==> config.mk <==
export PLATFORM = sky130hd
export DESIGN_NAME = keypad_code_lock_controller_flat
export DESIGN_NICKNAME = d
export VERILOG_FILES = /design/src/hdl/kcl_pkg.sv /design/src/hdl/kcl_if.sv /design/src/hdl/kcl_queue.sv /design/src/hdl/kcl_front.sv /design/src/hdl/kcl_back.sv /design/src/hdl/keypad_code_lock_controller.sv /design/src/flat_wrapper.sv
export SDC_FILE = /design/constraint.sdc
export NUM_CORES = 1
export LEC_CHECK = 0
export ABC_AREA = 1
export BUFFER_PORTS_ARGS = -buffer_cell sky130_fd_sc_hd__buf_2
export CORE_ASPECT_RATIO = 0.8
export CORE_MARGIN = 1
export CORE_UTILIZATION = 39
export DETAILED_ROUTE_END_ITERATION = 10
export GPL_TIMING_DRIVEN = 0
export MAX_ROUTING_LAYER = met4
export PLACE_DENSITY = 0.59
export SETUP_SLACK_MARGIN = 0.15
export SLEW_MARGIN = 20
export SYNTH_ARGS = -nofsm -noshare
export SYNTH_HDL_FRONTEND = slang
export SYNTH_SLANG_ARGS = --single-unit
==> constraint.sdc <==
create_clock -name clock -period 4 [get_ports clock]
set_input_delay 0.4 -clock clock [delete_from_list [all_inputs] [get_ports clock]]
set_output_delay 0.4 -clock clock [all_outputs]
set_load 0.02 [all_outputs]
==> src/hdl/kcl_pkg.sv <==
package kcl_pkg;

   localparam int KEY_COUNT_DEF   = 12;
   localparam int CODE_DIGITS_DEF = 4;

   localparam logic [31:0] KEY_STAR_CODE = 32'd512;
   localparam logic [31:0] KEY_HASH_CODE = 32'd2048;

   localparam logic [3:0]  FAIL_SAT            = 4'd15;
   localparam logic [3:0]  FAIL_LIMIT_RESET    = 4'd3;
   localparam logic [15:0] LOCKOUT_TICKS_RESET = 16'd10000;

   localparam int CSR_INDEX_W = 1;
   localparam int CSR_DATA_W  = 16;

   typedef enum logic [1:0] {
      KIND_NONE,
      KIND_DIGIT,
      KIND_STAR,
      KIND_HASH
   } key_kind_type;

   typedef enum logic [2:0] {
      EV_NONE       = 3'd0,
      EV_DIGIT      = 3'd1,
      EV_SET_MODE   = 3'd2,
      EV_CODE_SET   = 3'd3,
      EV_DOOR_OPEN  = 3'd4,
      EV_WRONG_CODE = 3'd5,
      EV_IGNORED    = 3'd6
   } event_type;

   typedef enum logic [CSR_INDEX_W-1:0] {
      CSR_FAIL_LIMIT    = 1'b0,
      CSR_LOCKOUT_TICKS = 1'b1
   } csr_index_type;

   typedef struct packed {
      logic [3:0]  fail_limit;
      logic [15:0] lockout_ticks;
   } cfg_type;

   function automatic logic [31:0] initial_code(input int slot);
      return (slot < 4) ? (32'd1 << slot) : 32'd0;
   endfunction

endpackage

==> src/hdl/kcl_if.sv <==
interface kcl_req_if #(parameter int KEY_COUNT = kcl_pkg::KEY_COUNT_DEF);
   logic                 valid;
   logic                 ready;
   logic [KEY_COUNT-1:0] key_state;

   modport source (output valid, output key_state, input ready);
   modport sink   (input valid, input key_state, output ready);
endinterface

interface kcl_rsp_if;
   logic       valid;
   logic       ready;
   logic [2:0] event_res;
   logic [3:0] fail_count;
   logic       locked;
   logic [2:0] entry_count;

   modport source (output valid, output event_res, output fail_count, output locked,
                   output entry_count, input ready);
   modport sink   (input valid, input event_res, input fail_count, input locked,
                   input entry_count, output ready);
endinterface

interface kcl_csr_if;
   logic                             valid;
   logic                             ready;
   logic [kcl_pkg::CSR_INDEX_W-1:0]  index;
   logic [kcl_pkg::CSR_DATA_W-1:0]   data;

   modport source (output valid, output index, output data, input ready);
   modport sink   (input valid, input index, input data, output ready);
endinterface

==> src/hdl/kcl_queue.sv <==
module kcl_queue #(
   parameter int WIDTH = 14
) (
   input  logic             clock,
   input  logic             reset,
   input  logic             push_valid,
   output logic             push_ready,
   input  logic [WIDTH-1:0] push_data,
   output logic             pop_valid,
   input  logic             pop_ready,
   output logic [WIDTH-1:0] pop_data
);
   logic [WIDTH-1:0] slot_ff [2];
   logic             wr_ptr_ff, wr_ptr_in;
   logic             rd_ptr_ff, rd_ptr_in;
   logic [1:0]       count_ff, count_in;
   logic             push, pop;

   assign push_ready = (count_ff != 2'd2);
   assign pop_valid  = (count_ff != 2'd0);
   assign pop_data   = slot_ff[rd_ptr_ff];
   assign push       = push_valid && push_ready;
   assign pop        = pop_valid && pop_ready;

   always_comb begin
      wr_ptr_in = push ? ~wr_ptr_ff : wr_ptr_ff;
      rd_ptr_in = pop ? ~rd_ptr_ff : rd_ptr_ff;
      count_in  = count_ff;
      if (push && !pop) begin
         count_in = count_ff + 2'd1;
      end else if (pop && !push) begin
         count_in = count_ff - 2'd1;
      end
   end

   always_ff @(posedge clock) begin
      if (reset) begin
         wr_ptr_ff <= 1'b0;
         rd_ptr_ff <= 1'b0;
         count_ff  <= 2'd0;
      end else begin
         wr_ptr_ff <= wr_ptr_in;
         rd_ptr_ff <= rd_ptr_in;
         count_ff  <= count_in;
      end
   end

   always_ff @(posedge clock) begin
      if (push) begin
         slot_ff[wr_ptr_ff] <= push_data;
      end
   end
endmodule

==> src/hdl/kcl_front.sv <==
module kcl_front #(
   parameter int KEY_COUNT = kcl_pkg::KEY_COUNT_DEF
) (
   input  logic                  clock,
   input  logic                  reset,
   kcl_req_if.sink               req_if,
   output logic                  push_valid,
   input  logic                  push_ready,
   output kcl_pkg::key_kind_type push_kind,
   output logic [KEY_COUNT-1:0]  push_key
);
   import kcl_pkg::*;

   logic [KEY_COUNT-1:0] prev_keys_ff, prev_keys_in;
   logic                 accept;
   logic                 press;

   assign req_if.ready = push_ready;
   assign push_valid   = req_if.valid;
   assign push_key     = req_if.key_state;
   assign accept       = req_if.valid && push_ready;
   assign press        = (req_if.key_state != '0) && (prev_keys_ff == '0);

   always_comb begin
      prev_keys_in = accept ? req_if.key_state : prev_keys_ff;
      if (!press) begin
         push_kind = KIND_NONE;
      end else if (req_if.key_state == KEY_COUNT'(KEY_HASH_CODE)) begin
         push_kind = KIND_HASH;
      end else if (req_if.key_state == KEY_COUNT'(KEY_STAR_CODE)) begin
         push_kind = KIND_STAR;
      end else begin
         push_kind = KIND_DIGIT;
      end
   end

   always_ff @(posedge clock) begin
      if (reset) begin
         prev_keys_ff <= '0;
      end else begin
         prev_keys_ff <= prev_keys_in;
      end
   end
endmodule

==> src/hdl/kcl_back.sv <==
module kcl_back #(
   parameter int CODE_DIGITS = kcl_pkg::CODE_DIGITS_DEF,
   parameter int KEY_COUNT   = kcl_pkg::KEY_COUNT_DEF
) (
   input  logic                  clock,
   input  logic                  reset,
   input  kcl_pkg::cfg_type      cfg,
   input  logic                  pop_valid,
   output logic                  pop_ready,
   input  kcl_pkg::key_kind_type pop_kind,
   input  logic [KEY_COUNT-1:0]  pop_key,
   kcl_rsp_if.source             rsp_if
);
   import kcl_pkg::*;

   localparam int IDX_W = $clog2(CODE_DIGITS + 1);

   logic                 set_mode_ff, set_mode_in;
   logic [IDX_W-1:0]     digit_index_ff, digit_index_in;
   logic [KEY_COUNT-1:0] stored_code_ff [CODE_DIGITS];
   logic [KEY_COUNT-1:0] stored_code_in [CODE_DIGITS];
   logic [KEY_COUNT-1:0] entry_ff [CODE_DIGITS];
   logic [KEY_COUNT-1:0] entry_in [CODE_DIGITS];
   logic [3:0]           failures_ff, failures_in;
   logic [15:0]          lockout_ff, lockout_in;

   logic                 rsp_valid_ff, rsp_valid_in;
   event_type            event_ff, event_in;
   logic [3:0]           fail_count_ff, fail_count_in;
   logic                 locked_ff, locked_in;
   logic [2:0]           entry_count_ff, entry_count_in;

   logic                 take;
   logic                 codes_match;
   logic                 ignored;
   logic [3:0]           fail_next;
   logic [IDX_W+2:0]     index_wide;
   event_type            ev;

   assign pop_ready          = !rsp_valid_ff || rsp_if.ready;
   assign take               = pop_valid && pop_ready;
   assign rsp_if.valid       = rsp_valid_ff;
   assign rsp_if.event_res   = event_ff;
   assign rsp_if.fail_count  = fail_count_ff;
   assign rsp_if.locked      = locked_ff;
   assign rsp_if.entry_count = entry_count_ff;

   always_comb begin
      codes_match = 1'b1;
      for (int i = 0; i < CODE_DIGITS; i++) begin
         if (stored_code_ff[i] != entry_ff[i]) begin
            codes_match = 1'b0;
         end
      end
   end

   assign fail_next = (failures_ff == FAIL_SAT) ? failures_ff : failures_ff + 4'd1;

   always_comb begin
      set_mode_in    = set_mode_ff;
      digit_index_in = digit_index_ff;
      stored_code_in = stored_code_ff;
      entry_in       = entry_ff;
      failures_in    = failures_ff;
      lockout_in     = lockout_ff;
      ignored        = 1'b0;
      ev             = EV_NONE;

      if (take) begin
         if (lockout_ff != '0) begin
            lockout_in = lockout_ff - 16'd1;
            ignored    = 1'b1;
            ev         = (pop_kind != KIND_NONE) ? EV_IGNORED : EV_NONE;
         end else if (pop_kind != KIND_NONE) begin
            if (set_mode_ff) begin
               if (pop_kind == KIND_HASH && digit_index_ff == IDX_W'(CODE_DIGITS)) begin
                  set_mode_in    = 1'b0;
                  digit_index_in = '0;
                  ev             = EV_CODE_SET;
               end else if (pop_kind == KIND_DIGIT &&
                            digit_index_ff < IDX_W'(CODE_DIGITS)) begin
                  for (int i = 0; i < CODE_DIGITS; i++) begin
                     if (digit_index_ff == IDX_W'(i)) begin
                        stored_code_in[i] = pop_key;
                     end
                  end
                  digit_index_in = digit_index_ff + IDX_W'(1);
                  ev             = EV_DIGIT;
               end else begin
                  ev = EV_IGNORED;
               end
            end else if (pop_kind == KIND_HASH) begin
               for (int i = 0; i < CODE_DIGITS; i++) begin
                  stored_code_in[i] = '0;
               end
               set_mode_in    = 1'b1;
               digit_index_in = '0;
               ev             = EV_SET_MODE;
            end else if (pop_kind == KIND_DIGIT && digit_index_ff < IDX_W'(CODE_DIGITS)) begin
               for (int i = 0; i < CODE_DIGITS; i++) begin
                  if (digit_index_ff == IDX_W'(i)) begin
                     entry_in[i] = pop_key;
                  end
               end
               digit_index_in = digit_index_ff + IDX_W'(1);
               ev             = EV_DIGIT;
            end else if (pop_kind == KIND_STAR && digit_index_ff == IDX_W'(CODE_DIGITS)) begin
               digit_index_in = '0;
               if (codes_match) begin
                  failures_in = '0;
                  ev          = EV_DOOR_OPEN;
               end else begin
                  failures_in = fail_next;
                  if (fail_next >= cfg.fail_limit) begin
                     lockout_in = cfg.lockout_ticks;
                  end
                  ev = EV_WRONG_CODE;
               end
            end else begin
               ev = EV_IGNORED;
            end
         end
      end
   end

   always_comb begin
      index_wide     = {3'b000, digit_index_in};
      rsp_valid_in   = rsp_valid_ff;
      event_in       = event_ff;
      fail_count_in  = fail_count_ff;
      locked_in      = locked_ff;
      entry_count_in = entry_count_ff;
      if (take) begin
         rsp_valid_in   = 1'b1;
         event_in       = ev;
         fail_count_in  = failures_in;
         locked_in      = ignored || (lockout_in != '0);
         entry_count_in = index_wide[2:0];
      end else if (rsp_if.ready) begin
         rsp_valid_in = 1'b0;
      end
   end

   always_ff @(posedge clock) begin
      if (reset) begin
         set_mode_ff    <= 1'b0;
         digit_index_ff <= '0;
         failures_ff    <= '0;
         lockout_ff     <= '0;
         rsp_valid_ff   <= 1'b0;
         for (int i = 0; i < CODE_DIGITS; i++) begin
            stored_code_ff[i] <= KEY_COUNT'(initial_code(i));
         end
      end else begin
         set_mode_ff    <= set_mode_in;
         digit_index_ff <= digit_index_in;
         failures_ff    <= failures_in;
         lockout_ff     <= lockout_in;
         rsp_valid_ff   <= rsp_valid_in;
         stored_code_ff <= stored_code_in;
      end
   end

   always_ff @(posedge clock) begin
      entry_ff       <= entry_in;
      event_ff       <= event_in;
      fail_count_ff  <= fail_count_in;
      locked_ff      <= locked_in;
      entry_count_ff <= entry_count_in;
   end
endmodule

==> src/hdl/keypad_code_lock_controller.sv <==
// Keypad code lock controller. Each request transaction carries one keypad sample and yields
// exactly one response transaction, in order. The block sustains one transaction per clock
// cycle while the response sink is ready: the front stage detects the press edge and classifies
// the key, a two-entry queue holds the classified samples, and the back stage applies the whole
// lock update, including the parallel compare of all code digits, combinationally into the
// response register. Each sample passes the queue slot and then the response register, and up
// to two further requests are taken while a response waits for the sink. Register writes are
// always accepted and must only be issued while the block is idle.
module keypad_code_lock_controller #(
   parameter int CODE_DIGITS = kcl_pkg::CODE_DIGITS_DEF,
   parameter int KEY_COUNT   = kcl_pkg::KEY_COUNT_DEF
) (
   input  logic      clock,
   input  logic      reset,
   kcl_req_if.sink   req_if,
   kcl_rsp_if.source rsp_if,
   kcl_csr_if.sink   csr_if
);
   import kcl_pkg::*;

   localparam int ITEM_W = $bits(key_kind_type) + KEY_COUNT;

   cfg_type              cfg_ff, cfg_in;
   logic                 push_valid, push_ready;
   key_kind_type         push_kind;
   logic [KEY_COUNT-1:0] push_key;
   logic                 pop_valid, pop_ready;
   logic [ITEM_W-1:0]    pop_data;

   assign csr_if.ready = 1'b1;

   always_comb begin
      cfg_in = cfg_ff;
      if (csr_if.valid) begin
         unique case (csr_index_type'(csr_if.index))
            CSR_FAIL_LIMIT:    cfg_in.fail_limit    = csr_if.data[3:0];
            CSR_LOCKOUT_TICKS: cfg_in.lockout_ticks = csr_if.data[15:0];
         endcase
      end
   end

   always_ff @(posedge clock) begin
      if (reset) begin
         cfg_ff.fail_limit    <= FAIL_LIMIT_RESET;
         cfg_ff.lockout_ticks <= LOCKOUT_TICKS_RESET;
      end else begin
         cfg_ff <= cfg_in;
      end
   end

   kcl_front #(
      .KEY_COUNT (KEY_COUNT)
   ) u_front (
      .clock      (clock),
      .reset      (reset),
      .req_if     (req_if),
      .push_valid (push_valid),
      .push_ready (push_ready),
      .push_kind  (push_kind),
      .push_key   (push_key)
   );

   kcl_queue #(
      .WIDTH (ITEM_W)
   ) u_queue (
      .clock      (clock),
      .reset      (reset),
      .push_valid (push_valid),
      .push_ready (push_ready),
      .push_data  ({push_kind, push_key}),
      .pop_valid  (pop_valid),
      .pop_ready  (pop_ready),
      .pop_data   (pop_data)
   );

   kcl_back #(
      .CODE_DIGITS (CODE_DIGITS),
      .KEY_COUNT   (KEY_COUNT)
   ) u_back (
      .clock     (clock),
      .reset     (reset),
      .cfg       (cfg_ff),
      .pop_valid (pop_valid),
      .pop_ready (pop_ready),
      .pop_kind  (key_kind_type'(pop_data[ITEM_W-1:KEY_COUNT])),
      .pop_key   (pop_data[KEY_COUNT-1:0]),
      .rsp_if    (rsp_if)
   );
endmodule

==> src/flat_wrapper.sv <==
// flat-port wrapper written by rule: the top's interface ports become plain ports
module keypad_code_lock_controller_flat import kcl_pkg::*;
#(
   parameter int CODE_DIGITS = kcl_pkg::CODE_DIGITS_DEF,
   parameter int KEY_COUNT   = kcl_pkg::KEY_COUNT_DEF
)
  (clock, reset, req_if_valid, req_if_key_state, req_if_ready, rsp_if_valid, rsp_if_event_res, rsp_if_fail_count, rsp_if_locked, rsp_if_entry_count, rsp_if_ready, csr_if_valid, csr_if_index, csr_if_data, csr_if_ready);
  kcl_req_if #(.KEY_COUNT(KEY_COUNT)) req_if_i ();
  kcl_rsp_if rsp_if_i ();
  kcl_csr_if csr_if_i ();
  input  logic clock;
  input  logic reset;
  input wire logic [$bits(req_if_i.valid)-1:0] req_if_valid;
  input wire logic [$bits(req_if_i.key_state)-1:0] req_if_key_state;
  output wire logic [$bits(req_if_i.ready)-1:0] req_if_ready;
  output wire logic [$bits(rsp_if_i.valid)-1:0] rsp_if_valid;
  output wire logic [$bits(rsp_if_i.event_res)-1:0] rsp_if_event_res;
  output wire logic [$bits(rsp_if_i.fail_count)-1:0] rsp_if_fail_count;
  output wire logic [$bits(rsp_if_i.locked)-1:0] rsp_if_locked;
  output wire logic [$bits(rsp_if_i.entry_count)-1:0] rsp_if_entry_count;
  input wire logic [$bits(rsp_if_i.ready)-1:0] rsp_if_ready;
  input wire logic [$bits(csr_if_i.valid)-1:0] csr_if_valid;
  input wire logic [$bits(csr_if_i.index)-1:0] csr_if_index;
  input wire logic [$bits(csr_if_i.data)-1:0] csr_if_data;
  output wire logic [$bits(csr_if_i.ready)-1:0] csr_if_ready;
  assign req_if_i.valid = req_if_valid;
  assign req_if_i.key_state = req_if_key_state;
  assign req_if_ready = req_if_i.ready;
  assign rsp_if_valid = rsp_if_i.valid;
  assign rsp_if_event_res = rsp_if_i.event_res;
  assign rsp_if_fail_count = rsp_if_i.fail_count;
  assign rsp_if_locked = rsp_if_i.locked;
  assign rsp_if_entry_count = rsp_if_i.entry_count;
  assign rsp_if_i.ready = rsp_if_ready;
  assign csr_if_i.valid = csr_if_valid;
  assign csr_if_i.index = csr_if_index;
  assign csr_if_i.data = csr_if_data;
  assign csr_if_ready = csr_if_i.ready;
  keypad_code_lock_controller #(.CODE_DIGITS(CODE_DIGITS), .KEY_COUNT(KEY_COUNT)) u_core (.clock(clock), .reset(reset), .req_if(req_if_i), .rsp_if(rsp_if_i), .csr_if(csr_if_i));
endmodule
**Word-level counts from Yosys, hierarchy flattened**

Memories as Yosys holds them, arrays and structs flattened. A register that Yosys moved wholly into a read port is not among the register bits.
Index checks and enable logic that the tools add are counted.

- Shifts and indexed selects: 0
- Divide/modulo/power cells: 0
- $mul: 0
- Reduce and logical (&&, ||, !) cells: 34
- Add/subtract/negate cells: 5
- Bitwise logic cells: 6
- Magnitude comparators: 2
- Eq/ne operators: 21
- Muxes and demuxes: 65

Operators with widths:

| cell | number |
|---|---|
| 48-bit 2-to-1 mux | 4 |
| 16-bit 2-to-1 mux | 9 |
| 7-bit AND reduction | 8 |
| 3-bit 2-to-1 mux | 18 |
| 12-bit 2-to-1 mux | 4 |
| 12-bit != test | 4 |
| 4-bit 2-to-1 mux | 9 |
| 16-bit nonzero test | 2 |
| 1-bit 2-to-1 mux | 16 |
| 16-bit by 1-bit subtractor with 16-bit output (second input constant) | 1 |
| 12-bit by 10-bit == test with 1-bit output (second input constant) | 1 |
| 12-bit == test (second input constant) | 1 |
| 12-bit logical NOT | 1 |
| 12-bit nonzero test | 1 |
| 2-bit 2-to-1 mux | 5 |
| 2-bit by 1-bit != test with 1-bit output (second input constant) | 5 |
| 2-bit nonzero test | 5 |
| 1-bit logical AND | 8 |
| 3-bit by 2-bit == test with 1-bit output (second input constant) | 2 |
| 1-bit inverter | 6 |
| 4-bit by 1-bit adder with 4-bit output (second input constant) | 1 |
| 2-bit == test (second input constant) | 2 |
| 4-bit == test (second input constant) | 1 |
| 4-bit greater-or-equal comparator | 1 |
| other kinds (13) | 18 |

- Output and inout port bits: 14
- Memories: 1
- Input port bits: 34
- Bits in read-only memories: 0
- RAM bits: 28
- Register bits after elaboration: 168
- Latch bits: 0
- Word-level logic and storage cells: 157

Memory list:

| memory | words | width | rd ports | clocked after Yosys merged registers in | write ports | RTL line | source |
|---|---|---|---|---|---|---|---|
| u_core.u_queue.slot_ff | 2 | 14 | 1 | 1 | 1 | kcl_queue.sv:13 | `logic [WIDTH-1:0] slot_ff [2];` |

**Depth between registers and ports, before layout**

- Depth in word-level cells: 15
- Gate-level depth with buffers: 24
- Gate-level depth less buffers: 24

**By module**

Synthesis repeated with hierarchy kept, for this count alone.

- Cell total of the unflattened synthesis: 1036
- Area, all modules: 9148.8 µm²

By module, submodules not included:

| module | area each (µm²) | times used | seq. area each (µm²) | cells each |
|---|---|---|---|---|
| kcl_back | 6467.5 | 1 | 3233.1 | 760 |
| kcl_queue | 1248.7 | 1 | 940.9 | 80 |
| keypad_code_lock_controller | 745.7 | 1 | 400.4 | 97 |
| kcl_front | 686.9 | 1 | 240.2 | 99 |

**Worst setup path after synthesis**

OpenSTA, ideal clock, no wires.

- Kind: reg2reg
- Start point: register u_core.u_back.failures_ff[0]
- End point: register u_core.u_back.locked_ff (netlist: u_core.u_back.rsp_if.locked), data pin
- Cell stages (with the launch flop): 24
- Period minus slack after synthesis: 2687 ps
- Data required time: 3740 ps
- Path slack: 1313 ps
- Setup time: 260 ps
- Arrival time: 2427 ps
- Buffers on the path: 0
- Path through: dfxtp_1 > ha_1 > nand2_1 > nor2_1 > inv_1 > nand2_1 > nand2_1 > ha_1 > inv_1 > nor2_1 > o21ai_0 > nand3_1 > inv_1 > or2_2 > inv_1 > nand4_1 > nand2_1 > inv_1 > nand2_1 > nand2_1 > a21oi_1 > nand2_1 > nor2_1 > nand3_1

- Longest elaborated chain between the ends: 14
- Elaborated cells between the ends (all ways): 15
- Classes of those cells: 1 x add/sub; 1 x order compare; 1 x eq/ne; 10 x mux; 2 x reduce/logical

RTL lines:

| what | RTL line | source |
|---|---|---|
| start, declared | kcl_back.sv:24 | `logic [3:0] failures_ff, failures_in;` |
| start signal, assigned | kcl_back.sv:157 | `failures_ff <= failures_in;` |
| 4-bit by 1-bit adder with 4-bit output or 4-bit == test (tied branches) | kcl_back.sv:57 | `assign fail_next = (failures_ff == FAIL_SAT) ? failures_ff : failures_ff + 4'd1;` |
| 4-bit 2-to-1 mux * | kcl_back.sv:57 |  |
| 4-bit greater-or-equal comparator * | kcl_back.sv:114 | `if (fail_next >= cfg.fail_limit) begin` |
| 16-bit 2-to-1 mux * | kcl_back.sv:114 |  |
| 16-bit 2-to-1 mux * | kcl_back.sv:109 | `if (codes_match) begin` |
| 16-bit 2-to-1 mux * | kcl_back.sv:107 | `end else if (pop_kind == KIND_STAR && digit_index_ff == IDX_W'(CODE_DIGITS)) begin` |
| 16-bit 2-to-1 mux * | kcl_back.sv:99 | `end else if (pop_kind == KIND_DIGIT && digit_index_ff < IDX_W'(CODE_DIGITS)) begin` |
| 16-bit 2-to-1 mux * | kcl_back.sv:92 | `end else if (pop_kind == KIND_HASH) begin` |
| 16-bit 2-to-1 mux * | kcl_back.sv:75 | `if (set_mode_ff) begin` |
| 16-bit 2-to-1 mux * | kcl_back.sv:74 | `end else if (pop_kind != KIND_NONE) begin` |
| 16-bit 2-to-1 mux * | kcl_back.sv:70 | `if (lockout_ff != '0) begin` |
| 16-bit 2-to-1 mux * | kcl_back.sv:69 | `if (take) begin` |
| 16-bit nonzero test * | kcl_back.sv:137 | `locked_in = ignored \|\| (lockout_in != '0);` |
| 1-bit logical OR * | kcl_back.sv:137 |  |
| end signal, assigned | kcl_back.sv:168 | `locked_ff <= locked_in;` |
| end, declared | kcl_back.sv:30 | `logic locked_ff, locked_in;` |

Every way passes the cells marked *; elsewhere a longest branch is shown, timed or not.
A chain may end at the register's enable or synchronous reset.

**Worst setup path after layout**

- Start point: register u_core.u_back.failures_ff[1]
- End point: register u_core.u_back.locked_ff (netlist: u_core.u_back.rsp_if.locked), data pin

Same word-level chain as after synthesis.

==> impl_metrics.tcl <==
set metrics [dict create \
    drive_above_1_share_pct 15.7 \
    finalClockSkew_ns 0.00850 \
    cpMostUsedCell "nand2_1" \
    drv_slew 0 \
    seq_power_share_pct 40.6 \
    max-vdd-ir-drop_v 0.000262 \
    start_util_pct 39.8 \
    coreArea_um2 22400 \
    worstPathMaxFanout 5 \
    io_buffers 46 \
    drc 0 \
    slowest_stage "dfxtp_1" \
    synth_area_leader_cell "edfxtp_1" \
    crit_type "flip-flop to flip-flop" \
    cts_tree "yes" \
    hpwl_um 15800 \
    synth_top_area_share_pct 29.3 \
    internal-power_mw 3.93 \
    fmax_ghz 0.293 \
    antenna_found_initial 0 \
    timing.setup.tns_ns 0 \
    rows 49 \
    rsz0062_at_grt "no" \
    cts.repair.resized 0 \
    grt_usage_pct 20.0 \
    areaGrowthSynthToFinish_pct 13.4 \
    grt_pass1_wl_um 33700 \
    num_vias 6671 \
    root_buffer "clkbuf_16" \
    power_mw 6.30 \
    power.switching_mw 2.37 \
    min_period_ns 3.42 \
    swShare_pct 37.6 \
    io-pin-count 48 \
    syn_nets 1031 \
    maxCapViolations 0 \
    htreeDepth 4 \
    cp-start-kind "flip-flop" \
    power.share.combinational_pct 33.1 \
    dieArea_um2 23500 \
    crit_path_end_kind "flip-flop" \
    post-cts-setup-buffers 0 \
    multi_input_area_um2 3550 \
    tightest_slew_ns 0.837 \
    clk_path_buf_depth 2 \
    synthesis.area_um2 8930 \
    antenna_cells 0 \
    grt_pass1_vias 6049 \
    die_w_um 171 \
    syn_inst 985 \
    slowest_delay_ns 0.40 \
    clk_pin_slew_ns 0.07 \
    drt_iter0_drc 499 \
    powerDensity_nw_per_um2 622 \
    grt_max_degree 21 \
    hold_path.class "primary input to flip-flop" \
    synth_seq_cells 197 \
    dieHeight_um 137 \
    firstDrtPassIters 7 \
    worstPathArrival_ns 3.59 \
    clkPwrFrac_pct 26.3 \
    synth_cell_types 45 \
    slew-limit-headroom_pct 44.2 \
    synth_warnings 0 \
    cp_cell_sequence "ha_1 -> nand2_1 -> nor2_1 -> inv_1 -> nand2_1 -> nand2_1 -> ha_1 -> inv_1 -> nor2_1 -> o21ai_0 -> nand3_1 -> inv_1 -> or2_2 -> inv_1 -> nand4_1 -> nand2_1 -> inv_1 -> nand2_1 -> nand2_1 -> a21oi_1 -> nand2_1 -> nor2_1 -> nand3_1" \
    p_leak_nw 3.99 \
    grt.overflow.total 0 \
    clkLatencyLatePin_ns 0.44 \
    wl_per_cell_um 15.8 \
    fin_nets 1096 \
    syn_avg_cell_area_um2 9.07 \
    clock-sinks 197 \
    fillers 2261 \
    post-route-period-util_pct 85.4 \
    hold_viol_final 0 \
    ctsHoldBuffers 0 \
    status "finished clean" \
    ys_seq_area_share_pct 53.9 \
    cp.required_ns 4.17 \
    routabilityCongestion 0.962 \
    routed_wl_um 21600 \
    routed_via_density 4.87 \
    ant_nets 0 \
    setup_viol 0 \
    area.sequential_um2 4810 \
    synth_area_leaders "edfxtp_1 (29%), dfxtp_1 (25%), nand2_1 (7.7%), nor2_1 (6.2%), inv_1 (4.0%)" \
    cts_buffers 17 \
]
per-layer routing:
metal	wire (um)	GRT usage, %	vias to the layer above	part of all wire (%)
li1	-	-	3375	-
met1	11400	30.2	3108	53
met2	8870	27.4	170	41
met3	1160	3.19	18	5.4
met4	221	5.21	0	1.0
met5	0	-	-	0
synthesized netlist by cell type, drive strengths merged:
cell type and number:
nor4 8, clkbuf 16, nor3 11, o31ai 2, a211oi 25, buf 17, o21a 20, a31oi 1
a21oi 62, xnor2 40, o21ai 55, inv 110, nand3b 1, a22oi 1, mux2 10, nand2 187
conb 1, nand4 7, xor2 8, ha 12, nor2 156, clkinv 1, edfxtp 87, nand3 25
or2 4, o211ai 8, dfxtp 110
logic make-up (layout without fill, tap and decap cells):
family,after synthesis,after routing,share of synthesized area [%]
compound gates,174,174,12.7
xor+xnor,48,48,4.71
simple gates,399,399,19.3
other cells,1,1,0.0420
fa+ha+maj,12,12,1.68
buf+inv,144,222,6.46
mux,10,10,1.26
flops,197,197,53.9
flip-flops by register name (all words and copies together), names as in the netlist, 2 cells and up, named ones only:
register,cells
u_core.u_queue.slot_ff,28
u_core.u_back.rsp_if.fail_count,4
u_core.u_front.prev_keys_ff,12
u_core.u_back.failures_ff,4
u_core.u_back.rsp_if.event_res,3
u_core.cfg_ff,20
u_core.u_back.stored_code_ff,48
u_core.u_back.lockout_ff,16
u_core.u_queue.count_ff,2
u_core.u_back.rsp_if.entry_count,3
u_core.u_back.digit_index_ff,3
u_core.u_back.entry_ff,48
power groups by stage:
| stage | logic, mW | clock network [mW] | registers [mW] |
|---|---|---|---|
| after detailed placement | 2.06 | 0 | 2.60 |
| after CTS | 2.07 | 1.69 | 2.56 |
| final | 2.08 | 1.65 | 2.56 |
| after floorplan | 1.46 | 0 | 2.64 |
| after global routing | 2.33 | 1.77 | 2.59 |
| after global placement | 2.05 | 0 | 2.60 |
layout make-up:
| cell class | instances | share of cell area [%] |
|---|---|---|
| Buffer | 33 | 1.59 |
| Tap cell | 306 | 3.78 |
| Timing Repair Buffer | 46 | 2.27 |
| Multi-Input combinational cell | 644 | 35.1 |
| Inverter | 111 | 4.12 |
| Clock buffer | 19 | 4.47 |
| Clock inverter | 13 | 1.10 |
| Sequential cell | 197 | 47.6 |
placed cells by master, fill, tap and decap left out, types with 15 or more instances in the layout:
cell,count
a21oi_1,58
nand3_1,22
inv_1,96
o21a_1,20
nand2_1,184
nor2_1,141
clkbuf_1,15
xnor2_1,40
clkbuf_16,17
buf_2,54
dfxtp_1,110
edfxtp_1,87
o21ai_0,42
critical path, delay by kind of cell, from the launching register on:
kind | cells | cell delay, ns
flip-flops | 1 | 0.40
adder cells (fa/ha/maj) | 2 | 0.49
AO/OA/AOI/OAI | 2 | 0.21
AND/OR/NAND/NOR | 14 | 1.58
buffers and inverters | 5 | 0.44
final timing paths:
path / from / end / slack [ns] / depth (start not counted)
hold reg to reg: u_core.cfg_ff[1] / u_core.cfg_ff[1] / 0.46 / 2
setup reg to reg: u_core.u_back.failures_ff[1] / u_core.u_back.rsp_if.locked / 0.58 / 23
hold / removal: csr_if_data[10] / u_core.cfg_ff[10] / 0.16 / 3
setup / recovery: u_core.u_back.failures_ff[1] / u_core.u_back.rsp_if.locked / 0.58 / 23
per-stage QoR:
step | hold WS, ns | util (%) | instance area, um2 | setup WS, ns | instances
4_1_cts | 0.141 | 45.1 | 10100 | 0.602 | 1369
6_report | 0.163 | 45.1 | 10100 | 0.582 | 1369
3_3_place_gp | 0.436 | 42.5 | 9540 | 0.549 | 1337
3_5_place_dp | 0.447 | 42.6 | 9560 | 0.625 | 1337
2_1_floorplan | 0.426 | - | 8930 | 1.31 | 985
5_1_grt | 0.167 | 45.1 | 10100 | 0.272 | 1369
(Power assumes the default switching activity.)
